## config.mk

```make
export PLATFORM = sky130hd
export DESIGN_NAME = bootloader_write_go_sequencer_flat
export DESIGN_NICKNAME = d
export VERILOG_FILES = /design/src/hdl/bwgs_pkg.sv /design/src/hdl/bwgs_in_if.sv /design/src/hdl/bwgs_out_if.sv /design/src/hdl/bootloader_write_go_sequencer.sv /design/src/hdl/bwgs_front.sv /design/src/hdl/bwgs_queue.sv /design/src/hdl/bwgs_back.sv /design/src/flat_wrapper.sv
export SDC_FILE = /design/constraint.sdc
export NUM_CORES = 1
export LEC_CHECK = 0
export ABC_AREA = 1
export BUFFER_PORTS_ARGS = -buffer_cell sky130_fd_sc_hd__buf_2
export CELL_PAD_IN_SITES_DETAIL_PLACEMENT = 0
export CELL_PAD_IN_SITES_GLOBAL_PLACEMENT = 1
export CORE_MARGIN = 2
export CORE_UTILIZATION = 43
export CTS_CLUSTER_SIZE = 30
export DETAILED_ROUTE_END_ITERATION = 10
export GPL_TIMING_DRIVEN = 0
export PLACE_DENSITY = 0.74
export SLEW_MARGIN = 0
export SYNTH_ARGS = -nofsm -noshare
export SYNTH_HDL_FRONTEND = slang
export SYNTH_HIERARCHICAL = 1
export SYNTH_SLANG_ARGS = --single-unit
```

## constraint.sdc

```tcl
create_clock -name clk -period 2.4 [get_ports clk]
set_input_delay 0.48 -clock clk [delete_from_list [all_inputs] [get_ports clk]]
set_output_delay 0.48 -clock clk [all_outputs]
set_load 0.005 [all_outputs]
```

## src/hdl/bwgs_pkg.sv

```systemverilog
// Package for the bootloader write/go sequencer: operation and status codes,
// protocol bytes and the job record passed from the front end to the back end.
// Depends on nothing; every module and the testbench import it.
`default_nettype none

package bwgs_pkg;

  // Field widths
  localparam int LenW  = 9;
  localparam int AddrW = 32;

  // Operation codes of an input request
  localparam logic [1:0] OP_START_WRITE = 2'd0;
  localparam logic [1:0] OP_START_GO    = 2'd1;
  localparam logic [1:0] OP_PAYLOAD     = 2'd2;
  localparam logic [1:0] OP_REPLY       = 2'd3;

  // Status codes of a report
  localparam logic [2:0] ST_NONE  = 3'd0;
  localparam logic [2:0] ST_DONE  = 3'd1;
  localparam logic [2:0] ST_NACK  = 3'd2;
  localparam logic [2:0] ST_BAD   = 3'd3;
  localparam logic [2:0] ST_PLACE = 3'd4;

  // Result kinds
  localparam logic KIND_BYTE   = 1'b0;
  localparam logic KIND_STATUS = 1'b1;

  // Protocol bytes
  localparam logic [7:0] ACK_BYTE      = 8'h79;
  localparam logic [7:0] NACK_BYTE     = 8'h1f;
  localparam logic [7:0] CMD_WRITE     = 8'h31;
  localparam logic [7:0] CMD_WRITE_INV = 8'hce;
  localparam logic [7:0] CMD_GO        = 8'h21;
  localparam logic [7:0] CMD_GO_INV    = 8'hde;

  // Queue between front and back
  localparam int JobBytes = 5;
  localparam int JobIdxW  = $clog2(JobBytes);
  localparam int QDepth   = 4;
  localparam int QPtrW    = $clog2(QDepth);
  localparam int QCntW    = $clog2(QDepth + 1);

  // One job: either a single status report or one to five bytes to transmit
  typedef struct packed {
    logic                      is_status;
    logic [2:0]                status;
    logic [JobIdxW-1:0]        count_m1;
    logic [JobBytes-1:0][7:0]  data;
  } job_t;

endpackage

`default_nettype wire

```

## src/hdl/bwgs_in_if.sv

```systemverilog
// Input channel of the sequencer: valid/ready handshake with one request.
// Depends on nothing.
`default_nettype none

interface bwgs_in_if;
  logic        valid;
  logic        ready;
  logic [1:0]  operation;
  logic [31:0] target_address;
  logic [8:0]  block_length;
  logic [7:0]  payload_byte;
  logic [7:0]  reply_byte;

  modport source (output valid, operation, target_address, block_length,
                  payload_byte, reply_byte, input ready);
  modport sink   (input valid, operation, target_address, block_length,
                  payload_byte, reply_byte, output ready);
endinterface

`default_nettype wire

```

## src/hdl/bwgs_out_if.sv

```systemverilog
// Output channel of the sequencer: valid/ready handshake with one result.
// Depends on nothing.
`default_nettype none

interface bwgs_out_if;
  logic       valid;
  logic       ready;
  logic       kind;
  logic [7:0] tx_byte;
  logic [2:0] status;
  logic       last;

  modport source (output valid, kind, tx_byte, status, last, input ready);
  modport sink   (input valid, kind, tx_byte, status, last, output ready);
endinterface

`default_nettype wire

```

## src/hdl/bootloader_write_go_sequencer.sv

```systemverilog
// Host-side sequencer for the serial bootloader Write Memory and Go commands.
// Channels: in_ch takes requests (start write, start go, payload byte, reply
// byte from target); out_ch gives results (a byte to transmit or a status
// report), with last marking the final result of each request.
// A request's job is written into the job queue; its results are offered once it reaches the queue head.
// Throughput: one request a cycle while the four-entry job queue has room;
// out_ch moves one result a cycle while its ready is high; a request has one
// to five results (the address phase is the longest).
// A stalled out_ch holds the current result steady; in_ch keeps accepting
// until the job queue fills, then drops ready.
// Reset (synchronous, active high) returns the phase machine to idle, clears
// the sticky error flag and empties the queue; no clearing pass is needed.
// Depends on bwgs_pkg, bwgs_in_if, bwgs_out_if, bwgs_front, bwgs_queue,
// bwgs_back.
`default_nettype none

module bootloader_write_go_sequencer #(
  parameter int MAX_BLOCK = 256
) (
  input  wire logic  clk,
  input  wire logic  rst,
  bwgs_in_if.sink    in_ch,
  bwgs_out_if.source out_ch
);
  import bwgs_pkg::*;

  job_t front_job;
  job_t head;
  logic push;
  logic full;
  logic pop;
  logic head_valid;

  bwgs_front #(.MAX_BLOCK(MAX_BLOCK)) u_front (
    .clk   (clk),
    .rst   (rst),
    .in_ch (in_ch),
    .job   (front_job),
    .push  (push),
    .full  (full)
  );

  bwgs_queue u_queue (
    .clk        (clk),
    .rst        (rst),
    .push       (push),
    .push_job   (front_job),
    .full       (full),
    .pop        (pop),
    .head       (head),
    .head_valid (head_valid)
  );

  bwgs_back u_back (
    .clk        (clk),
    .rst        (rst),
    .head       (head),
    .head_valid (head_valid),
    .pop        (pop),
    .out_ch     (out_ch)
  );

endmodule

`default_nettype wire

```

## src/hdl/bwgs_front.sv

```systemverilog
// Front end: accepts requests, runs the command phase machine and turns each
// request into one job for the queue. Depends on bwgs_pkg and bwgs_in_if.
`default_nettype none

module bwgs_front #(
  parameter int MAX_BLOCK = 256
) (
  input  wire logic          clk,
  input  wire logic          rst,
  bwgs_in_if.sink            in_ch,
  output bwgs_pkg::job_t     job,
  output logic               push,
  input  wire logic          full
);
  import bwgs_pkg::*;

  localparam int CntW = $clog2(MAX_BLOCK + 1);

  // Phase codes
  localparam logic [2:0] PH_IDLE     = 3'd0;
  localparam logic [2:0] PH_CMD_ACK  = 3'd1;
  localparam logic [2:0] PH_ADDR_ACK = 3'd2;
  localparam logic [2:0] PH_PAYLOAD  = 3'd3;
  localparam logic [2:0] PH_DATA_ACK = 3'd4;

  logic [2:0]       phase, phase_next;
  logic             is_write, is_write_next;
  logic [AddrW-1:0] saved_address, saved_address_next;
  logic [CntW-1:0]  bytes_left, bytes_left_next;
  logic [7:0]       running_checksum, running_checksum_next;
  logic             error_latched, error_latched_next;

  logic             accept;
  logic [LenW-1:0]  len;
  logic [LenW-1:0]  len_m1;
  logic [LenW-1:0]  left_m1;
  logic [CntW-1:0]  left_dec;
  logic [7:0]       csum_pay;
  logic             bad_len;
  logic             waiting;
  logic [7:0]       a3, a2, a1, a0;

  assign in_ch.ready = !full;
  assign accept      = in_ch.valid && !full;
  assign push        = accept;

  assign len      = in_ch.block_length;
  assign len_m1   = len - LenW'(1);
  assign left_m1  = LenW'(bytes_left) - LenW'(1);
  assign left_dec = bytes_left - CntW'(1);
  assign csum_pay = running_checksum ^ in_ch.payload_byte;
  assign bad_len  = (len == '0) || (len > LenW'(MAX_BLOCK));
  assign waiting  = (phase == PH_CMD_ACK) || (phase == PH_ADDR_ACK) ||
                    (phase == PH_DATA_ACK);
  assign a3 = saved_address[31:24];
  assign a2 = saved_address[23:16];
  assign a1 = saved_address[15:8];
  assign a0 = saved_address[7:0];

  // Decode the request into a job and the next phase
  always_comb begin
    phase_next            = phase;
    is_write_next         = is_write;
    saved_address_next    = saved_address;
    bytes_left_next       = bytes_left;
    running_checksum_next = running_checksum;
    error_latched_next    = error_latched;
    job.is_status         = 1'b1;
    job.status            = ST_PLACE;
    job.count_m1          = '0;
    job.data              = '0;
    unique case (in_ch.operation)
      OP_START_WRITE, OP_START_GO: begin
        if (phase == PH_IDLE &&
            !(in_ch.operation == OP_START_WRITE && bad_len)) begin
          is_write_next      = (in_ch.operation == OP_START_WRITE);
          saved_address_next = in_ch.target_address;
          phase_next         = PH_CMD_ACK;
          job.is_status      = 1'b0;
          job.status         = ST_NONE;
          job.count_m1       = JobIdxW'(1);
          if (in_ch.operation == OP_START_WRITE) begin
            bytes_left_next       = CntW'(len);
            running_checksum_next = len_m1[7:0];
            job.data[0]           = CMD_WRITE;
            job.data[1]           = CMD_WRITE_INV;
          end else begin
            bytes_left_next       = '0;
            running_checksum_next = '0;
            job.data[0]           = CMD_GO;
            job.data[1]           = CMD_GO_INV;
          end
        end
      end
      OP_PAYLOAD: begin
        if (phase == PH_PAYLOAD) begin
          running_checksum_next = csum_pay;
          bytes_left_next       = left_dec;
          job.is_status         = 1'b0;
          job.status            = ST_NONE;
          job.data[0]           = in_ch.payload_byte;
          // Append the checksum after the final payload byte
          if (left_dec == '0) begin
            job.count_m1 = JobIdxW'(1);
            job.data[1]  = csum_pay;
            phase_next   = PH_DATA_ACK;
          end
        end
      end
      OP_REPLY: begin
        if (waiting) begin
          if (in_ch.reply_byte != ACK_BYTE) begin
            job.status         = (in_ch.reply_byte == NACK_BYTE) ? ST_NACK : ST_BAD;
            error_latched_next = 1'b1;
            phase_next         = PH_IDLE;
          end else if (phase == PH_CMD_ACK) begin
            job.is_status = 1'b0;
            job.status    = ST_NONE;
            job.count_m1  = JobIdxW'(JobBytes - 1);
            job.data[0]   = a3;
            job.data[1]   = a2;
            job.data[2]   = a1;
            job.data[3]   = a0;
            job.data[4]   = a3 ^ a2 ^ a1 ^ a0;
            phase_next    = PH_ADDR_ACK;
          end else if (phase == PH_ADDR_ACK && is_write) begin
            job.is_status = 1'b0;
            job.status    = ST_NONE;
            job.data[0]   = left_m1[7:0];
            phase_next    = PH_PAYLOAD;
          end else begin
            job.status = ST_DONE;
            phase_next = PH_IDLE;
          end
        end
      end
      default: ;
    endcase
  end

  // Advance state on each accepted request
  always_ff @(posedge clk) begin
    if (rst) begin
      phase            <= PH_IDLE;
      is_write         <= 1'b0;
      saved_address    <= '0;
      bytes_left       <= '0;
      running_checksum <= '0;
      error_latched    <= 1'b0;
    end else if (accept) begin
      phase            <= phase_next;
      is_write         <= is_write_next;
      saved_address    <= saved_address_next;
      bytes_left       <= bytes_left_next;
      running_checksum <= running_checksum_next;
      error_latched    <= error_latched_next;
    end
  end

  // Error flag is sticky until reset
  a_err_sticky: assert property (@(posedge clk) disable iff (rst)
    $past(error_latched) && !$past(rst) |-> error_latched)
    else $error("error flag dropped without reset");

  // Payload phase always has bytes left to count
  a_payload_left: assert property (@(posedge clk) disable iff (rst)
    phase == PH_PAYLOAD |-> bytes_left != '0)
    else $error("payload phase with zero bytes left");

endmodule

`default_nettype wire

```

## src/hdl/bwgs_queue.sv

```systemverilog
// Short job queue between the front end and the back end.
// Depends on bwgs_pkg.
`default_nettype none

module bwgs_queue (
  input  wire logic            clk,
  input  wire logic            rst,
  input  wire logic            push,
  input  wire bwgs_pkg::job_t  push_job,
  output logic                 full,
  input  wire logic            pop,
  output bwgs_pkg::job_t       head,
  output logic                 head_valid
);
  import bwgs_pkg::*;

  job_t              slots [QDepth];
  logic [QPtrW-1:0]  wptr;
  logic [QPtrW-1:0]  rptr;
  logic [QCntW-1:0]  cnt;

  assign full       = (cnt == QCntW'(QDepth));
  assign head_valid = (cnt != '0);
  assign head       = slots[rptr];

  // Store a job at the write pointer
  always_ff @(posedge clk) begin
    if (push) begin
      slots[wptr] <= push_job;
    end
  end

  // Advance pointers and fill count
  always_ff @(posedge clk) begin
    if (rst) begin
      wptr <= '0;
      rptr <= '0;
      cnt  <= '0;
    end else begin
      if (push) begin
        wptr <= wptr + QPtrW'(1);
      end
      if (pop) begin
        rptr <= rptr + QPtrW'(1);
      end
      unique case ({push, pop})
        2'b10:   cnt <= cnt + QCntW'(1);
        2'b01:   cnt <= cnt - QCntW'(1);
        default: cnt <= cnt;
      endcase
    end
  end

  a_no_overflow: assert property (@(posedge clk) disable iff (rst)
    push |-> !full)
    else $error("job pushed into a full queue");

  a_no_underflow: assert property (@(posedge clk) disable iff (rst)
    pop |-> head_valid)
    else $error("job popped from an empty queue");

endmodule

`default_nettype wire

```

## src/hdl/bwgs_back.sv

```systemverilog
// Back end: walks the job at the queue head and emits its results one a cycle while out_ch is ready.
// Depends on bwgs_pkg and bwgs_out_if.
`default_nettype none

module bwgs_back (
  input  wire logic            clk,
  input  wire logic            rst,
  input  wire bwgs_pkg::job_t  head,
  input  wire logic            head_valid,
  output logic                 pop,
  bwgs_out_if.source           out_ch
);
  import bwgs_pkg::*;

  logic [JobIdxW-1:0] idx;
  logic               at_last;
  logic               fire;

  assign at_last = (idx == head.count_m1);
  assign fire    = head_valid && out_ch.ready;
  assign pop     = fire && at_last;

  assign out_ch.valid   = head_valid;
  assign out_ch.kind    = head.is_status ? KIND_STATUS : KIND_BYTE;
  assign out_ch.tx_byte = head.is_status ? 8'h00 : head.data[idx];
  assign out_ch.status  = head.status;
  assign out_ch.last    = at_last;

  // Step through the bytes of the current job
  always_ff @(posedge clk) begin
    if (rst) begin
      idx <= '0;
    end else if (fire) begin
      idx <= at_last ? '0 : idx + JobIdxW'(1);
    end
  end

endmodule

`default_nettype wire

```

## src/flat_wrapper.sv

```systemverilog
// flat-port wrapper written by rule: the top's interface ports become plain ports
module bootloader_write_go_sequencer_flat import bwgs_pkg::*;
#(
  parameter int MAX_BLOCK = 256
)
  (clk, rst, in_ch_valid, in_ch_operation, in_ch_target_address, in_ch_block_length, in_ch_payload_byte, in_ch_reply_byte, in_ch_ready, out_ch_valid, out_ch_kind, out_ch_tx_byte, out_ch_status, out_ch_last, out_ch_ready);
  bwgs_in_if in_ch_i ();
  bwgs_out_if out_ch_i ();
  input  wire logic clk;
  input  wire logic rst;
  input wire logic [$bits(in_ch_i.valid)-1:0] in_ch_valid;
  input wire logic [$bits(in_ch_i.operation)-1:0] in_ch_operation;
  input wire logic [$bits(in_ch_i.target_address)-1:0] in_ch_target_address;
  input wire logic [$bits(in_ch_i.block_length)-1:0] in_ch_block_length;
  input wire logic [$bits(in_ch_i.payload_byte)-1:0] in_ch_payload_byte;
  input wire logic [$bits(in_ch_i.reply_byte)-1:0] in_ch_reply_byte;
  output wire logic [$bits(in_ch_i.ready)-1:0] in_ch_ready;
  output wire logic [$bits(out_ch_i.valid)-1:0] out_ch_valid;
  output wire logic [$bits(out_ch_i.kind)-1:0] out_ch_kind;
  output wire logic [$bits(out_ch_i.tx_byte)-1:0] out_ch_tx_byte;
  output wire logic [$bits(out_ch_i.status)-1:0] out_ch_status;
  output wire logic [$bits(out_ch_i.last)-1:0] out_ch_last;
  input wire logic [$bits(out_ch_i.ready)-1:0] out_ch_ready;
  assign in_ch_i.valid = in_ch_valid;
  assign in_ch_i.operation = in_ch_operation;
  assign in_ch_i.target_address = in_ch_target_address;
  assign in_ch_i.block_length = in_ch_block_length;
  assign in_ch_i.payload_byte = in_ch_payload_byte;
  assign in_ch_i.reply_byte = in_ch_reply_byte;
  assign in_ch_ready = in_ch_i.ready;
  assign out_ch_valid = out_ch_i.valid;
  assign out_ch_kind = out_ch_i.kind;
  assign out_ch_tx_byte = out_ch_i.tx_byte;
  assign out_ch_status = out_ch_i.status;
  assign out_ch_last = out_ch_i.last;
  assign out_ch_i.ready = out_ch_ready;
  bootloader_write_go_sequencer #(.MAX_BLOCK(MAX_BLOCK)) u_core (.clk(clk), .rst(rst), .in_ch(in_ch_i), .out_ch(out_ch_i));
endmodule
```

# Word-level counts from Yosys, hierarchy flattened

Memories as Yosys holds them, arrays and structs flattened. A register that Yosys moved wholly into a read port is not among the register bits.
Index checks and enable logic that the tools add are counted.

Register bits after elaboration: 63
Bits in writable memories: 188
Bits of input ports: 63
Output and inout bits: 15
Logic and storage cells: 109
Memories kept: 1

Add/subtract/negate cells: 7
Magnitude comparators: 2
Equality and inequality tests: 17
Multiplexer cells: 47
Bitwise logic cells: 4
Reductions and logical operators: 22

Memory list:

| name                 | depth | bits a word | rd ports | clocked after Yosys merged registers in | wr ports | line             | text |
|---|---|---|---|---|---|---|---|
| u_core.u_queue.slots | 4     | 47          | 1        | 1                                       | 1        | bwgs_queue.sv:17 | `job_t slots [QDepth];` |

Operator list:

| kind                                                   | count |
|---|---|
| 2-to-1 mux 8 bit                                       | 8 |
| one-hot mux 16 bit (3 select lines)                    | 1 |
| 2-to-1 mux 47 bit                                      | 1 |
| 2-to-1 mux 43 bit                                      | 1 |
| 2-to-1 mux 35 bit                                      | 1 |
| 2-to-1 mux 16 bit                                      | 2 |
| XOR 8 bit                                              | 4 |
| 2-to-1 mux 9 bit                                       | 3 |
| binary-select mux 8 bit (select 3 bit)                 | 1 |
| 2-to-1 mux 24 bit                                      | 1 |
| 2-to-1 mux 3 bit                                       | 8 |
| one-hot mux 7 bit (3 select lines)                     | 1 |
| logical NOT 9 bit                                      | 2 |
| one-hot mux 9 bit (2 select lines)                     | 1 |
| one-hot mux 8 bit (2 select lines)                     | 1 |
| 2-to-1 mux 7 bit                                       | 2 |
| 2-to-1 mux 13 bit                                      | 1 |
| greater-than comparator 9 bit (second input constant)  | 1 |
| one-hot mux 3 bit (3 select lines)                     | 1 |
| subtractor 9 x 1 -> 9 bit (second input constant)      | 1 |
| == test 8 x 5 -> 1 bit (second input constant)         | 1 |
| 2-to-1 mux 1 bit                                       | 8 |
| inequality test 2 bit (second input constant)          | 4 |
| inequality test 8 x 7 -> 1 bit (second input constant) | 1 |
| other kinds (25)                                       | 43 |

# Depth between registers and ports, before layout

Depth in word-level cells: 7
Gate-level depth with buffers: 18
Mapped depth without buffers: 15

# Cells and area by module

The synthesis kept the hierarchy.

Modules (own cells, without submodules):

| module     | instances | cells an instance | area an instance (µm²) | seq. area each (µm²) |
|---|---|---|---|---|
| bwgs_queue | 1         | 514               | 7825.0                 | 5825.6 |
| bwgs_front | 1         | 535               | 3468.3                 | 1061.0 |
| bwgs_back  | 1         | 155               | 764.5                  | 60.1 |

# Worst setup path after synthesis

No wires, ideal clock.

Path type: register to register
From: register (tool-made name)
To: register u_core.u_queue.cnt[2]
Library setup time: 0.064 ns
Data arrival time: 2.229 ns
Required time: 2.336 ns
Setup slack: 0.107 ns
Cell stages (with the launch flop): 19
Path buffers: 3
Period minus slack after synthesis: 2.293 ns
Cells stage by stage: dfxtp_1 buf_6 inv_4 buf_12 buf_12 o21ai_2 o22ai_1 inv_1 nand2_1 nand2_1 nand4_2 inv_1 ha_1 fa_1 nand2_1 nand2_1 nor2_1 nor2_1 nor2_1

RTL lines:

| element              | line             | text |
|---|---|---|
| to (signal assigned) | bwgs_queue.sv:47 | `2'b10: cnt <= cnt + QCntW'(1);` |
| to (signal assigned) | bwgs_queue.sv:48 | `2'b01: cnt <= cnt - QCntW'(1);` |
| to (signal assigned) | bwgs_queue.sv:49 | `default: cnt <= cnt;` |
| to (decl)            | bwgs_queue.sv:20 | `logic [QCntW-1:0] cnt;` |

==> metrics.txt <==
run status finished with violations; failing checks setup timing; Die Y-Extent 171.5 microns; GRT overflow 0; CP max FO 6; Reg power frac 46.4%; Synth cell types 46; Root Driver clkbuf_16; arrival time worst endpoint 2410 ps; Slew headroom 37.95%; crit path kind reg2out; Total Routing Usage GR 22.33%; Worst setup SP type flip-flop; Initial Util 43.52%; final hold viol count 0; fin crit period 2891 ps; routed wire length per instance 18.82 microns; max-cap violations 0; Yosys reg bits 253; row count 61; Post-DP HPWL 22.94 mm; Switching Fraction 27.19%; worst vdd ir 0.4360 mV; fraction of registers with async set/reset 0%; Iter 0 DRT Violations 670; most common cell after layout, fill and taps aside edfxtp_1; Syn Nets 1278; die width 171.5 microns; FMAX 346.0 MHz; Nets 1414; Avg Inst Size Synth 10.01 sq um; ANT cells 0; register-to-register setup slack -410 ps; total power 10.97 mW; drt pass-1 iters 5; Reg clk slew, reported paths 60 ps; worst min-delay path class in2reg; RSZ-0062 raised after global routing true; first-pass GRT wire length 49.36 mm; area grow syn2layout 21.10%; CTS tree done; non-filler cells, final 1735; total die area 29400 sq um; clock skew 10.49 ps; Setup violations, final 16; drt drc 0; Finished Cell Area 14600 sq um; Final Max Tran Viols 0; detailed-route via count 8854; IO Pins 78; CP endpoint kind output pin; YS warnings 6; number of flops mapped to enable cells by yosys 188; PortBufs 76; Power per Cell Area 751.0 nW/um^2; vias in the first global route 8691; primary flip-flop cell chosen by synthesis mapping edfxtp_1; H-tree lvl count 1; Vias/cell 5.103; combinational share of power 17.8%; # placed instances 1662; commonest non-fill, non-tap cells in the layout edfxtp_1, nor2_1, nand2_1, o21ai_0, inv_1; cell internal pwr 7.984 mW; sequential area share after synthesis 57.61%; Post-Place Cell Area 12990 sq um; CTS Hold Bufs 0; final WL 32.65 mm; Routed Antenna Nets 0; initial antenna violation count 0; Least-Margin Pin Slew 928.7 ps; Synth Cell Area 12060 sq um; Clock Path Buffers 3; core area 27710 sq um; layout cell share with drive strength beyond 1 25.72%; Worst EP required 1920 ps; final setup margin -490.5 ps; gpl congestion 0.8775; Setup TNS Final -5288 ps; cts bufs inserted 27; Pleak 5.551 nW; Clk pwr share 35.8%; Post-Syn Instances 1204; largest net degree at the start of global routing 33; clk_lat worst skew 550 ps; Sw Pwr 2.982 mW; final worst-path cycle share 120.4%; # clock sinks 253
## synth_stat cells (18+ instances only)
library cell / number / area, sq um
o21ai_0: 148 / 740.7
o22ai_2: 27 / 337.8
inv_1: 109 / 409.1
nand3_1: 38 / 190.2
nor2_1: 180 / 675.7
xor2_1: 18 / 157.7
o22ai_1: 24 / 150.1
a21oi_1: 55 / 275.3
edfxtp_1: 188 / 5645
clkbuf_1: 19 / 71.32
nor2_4: 30 / 337.8
dfxtp_1: 65 / 1301
nand2_1: 161 / 604.3
## kinds of logic (layout without fill, tap and decap cells)
| family | count (synthesis) | count (layout) | share of synthesized area [%] |
|---|---|---|---|
| and+or+nand+nor | 442 | 442 | 17.13 |
| AOI/OAI and AO/OA | 287 | 287 | 14.43 |
| DFF | 253 | 253 | 57.61 |
| buffers and inverters | 180 | 333 | 7.347 |
| xor gates and xnor gates | 30 | 30 | 2.241 |
| adders and majority gates | 11 | 11 | 1.204 |
| other | 1 | 1 | 0.03110 |
## state kept, by name, summed over array words and instances, names as in the netlist, named ones only
signal / flops
u_core/u_queue/slots: 188
u_core/u_front/saved_address: 32
u_core/u_front/bytes_left: 9
u_core/u_front/running_checksum: 8
u_core/u_back/idx: 3
u_core/u_front/phase: 3
u_core/u_queue/cnt: 3
u_core/u_queue/rptr: 2
u_core/u_queue/wptr: 2
u_core/u_front/is_write: 1
## what timing repair did
item | 4_1_cts | 5_1_grt
buffers inserted | 17 | 13
gates resized for setup | 83 | 59
endpoints found under the setup margin | 46 | 75
pin swaps | 25 | 35
cloned | 2 | 1
## power groups by stage
stage	Clock [mW]	Combinational [mW]	Sequential, mW
floorplan	0	1.14	5.15
global placement	0	1.69	5.19
detailed placement	0	1.72	5.18
CTS	4.00	1.89	5.09
global route	4.18	2.15	5.12
finish	3.92	1.95	5.09
## worst max-delay path, cell delays in order, from the launching register on
cell and delay (ps):
dfxtp_4 380, buf_8 140, inv_6 50, buf_12 120, buf_12 110, buf_12 100
buf_12 120, nor2_2 40, o22ai_1 140, inv_1 80, nand2_1 80, nand3_2 60
nand2_1 70, nand2_1 60, a21oi_2 170, buf_2 140
## worst paths after layout
| kind | from | endpoint | cells after the start |
|---|---|---|---|
| setup / recovery | flip-flop | out_ch_tx_byte[1] | 15 |
| hold / removal | in_ch_target_address[16] | u_core/u_front/saved_address[16]$_SDFFE_PP0P_ | 3 |
| setup reg to reg | flip-flop | u_core/u_queue/cnt[1]$_SDFFE_PP0P_ | 16 |
| hold reg to reg | u_core/u_queue/rptr[1]$_SDFFE_PP0P_ | flip-flop | 1 |
## cell type report
type,count,area [sq um]
Multi-Input combinational cell,771,4553
Inverter,120,467.9
Timing Repair Buffer,112,865.8
Tap cell,378,473.0
Buffer,55,469.2
Sequential cell,253,6953
Clock inverter,11,113.9
Clock buffer,35,705.7
Fill cell,2498,13100
## per-layer routing
metal | GRT usage, % | routed length [microns] | vias up
li1 | - | - | 4373
met1 | 31.40 | 14650 | 4175
met2 | 35.48 | 15060 | 252
met3 | 3.520 | 2037 | 54
met4 | 7.148 | 896 | 0
met5 | 0 | 0 | -
## per-stage QoR
| stage | worst slack (ps) | utilization [%] | hold WS [ps] |
|---|---|---|---|
| after floorplan | 107.0 | - | 411.5 |
| after global placement | -827.0 | 46.60 | 433.7 |
| after detailed placement | -613.1 | 46.89 | 444.5 |
| after CTS | -517.1 | 51.69 | 164.9 |
| after global routing | -594.5 | 52.70 | 174.9 |
| final | -490.5 | 52.70 | 183.2 |
(Power assumes the default switching activity.)
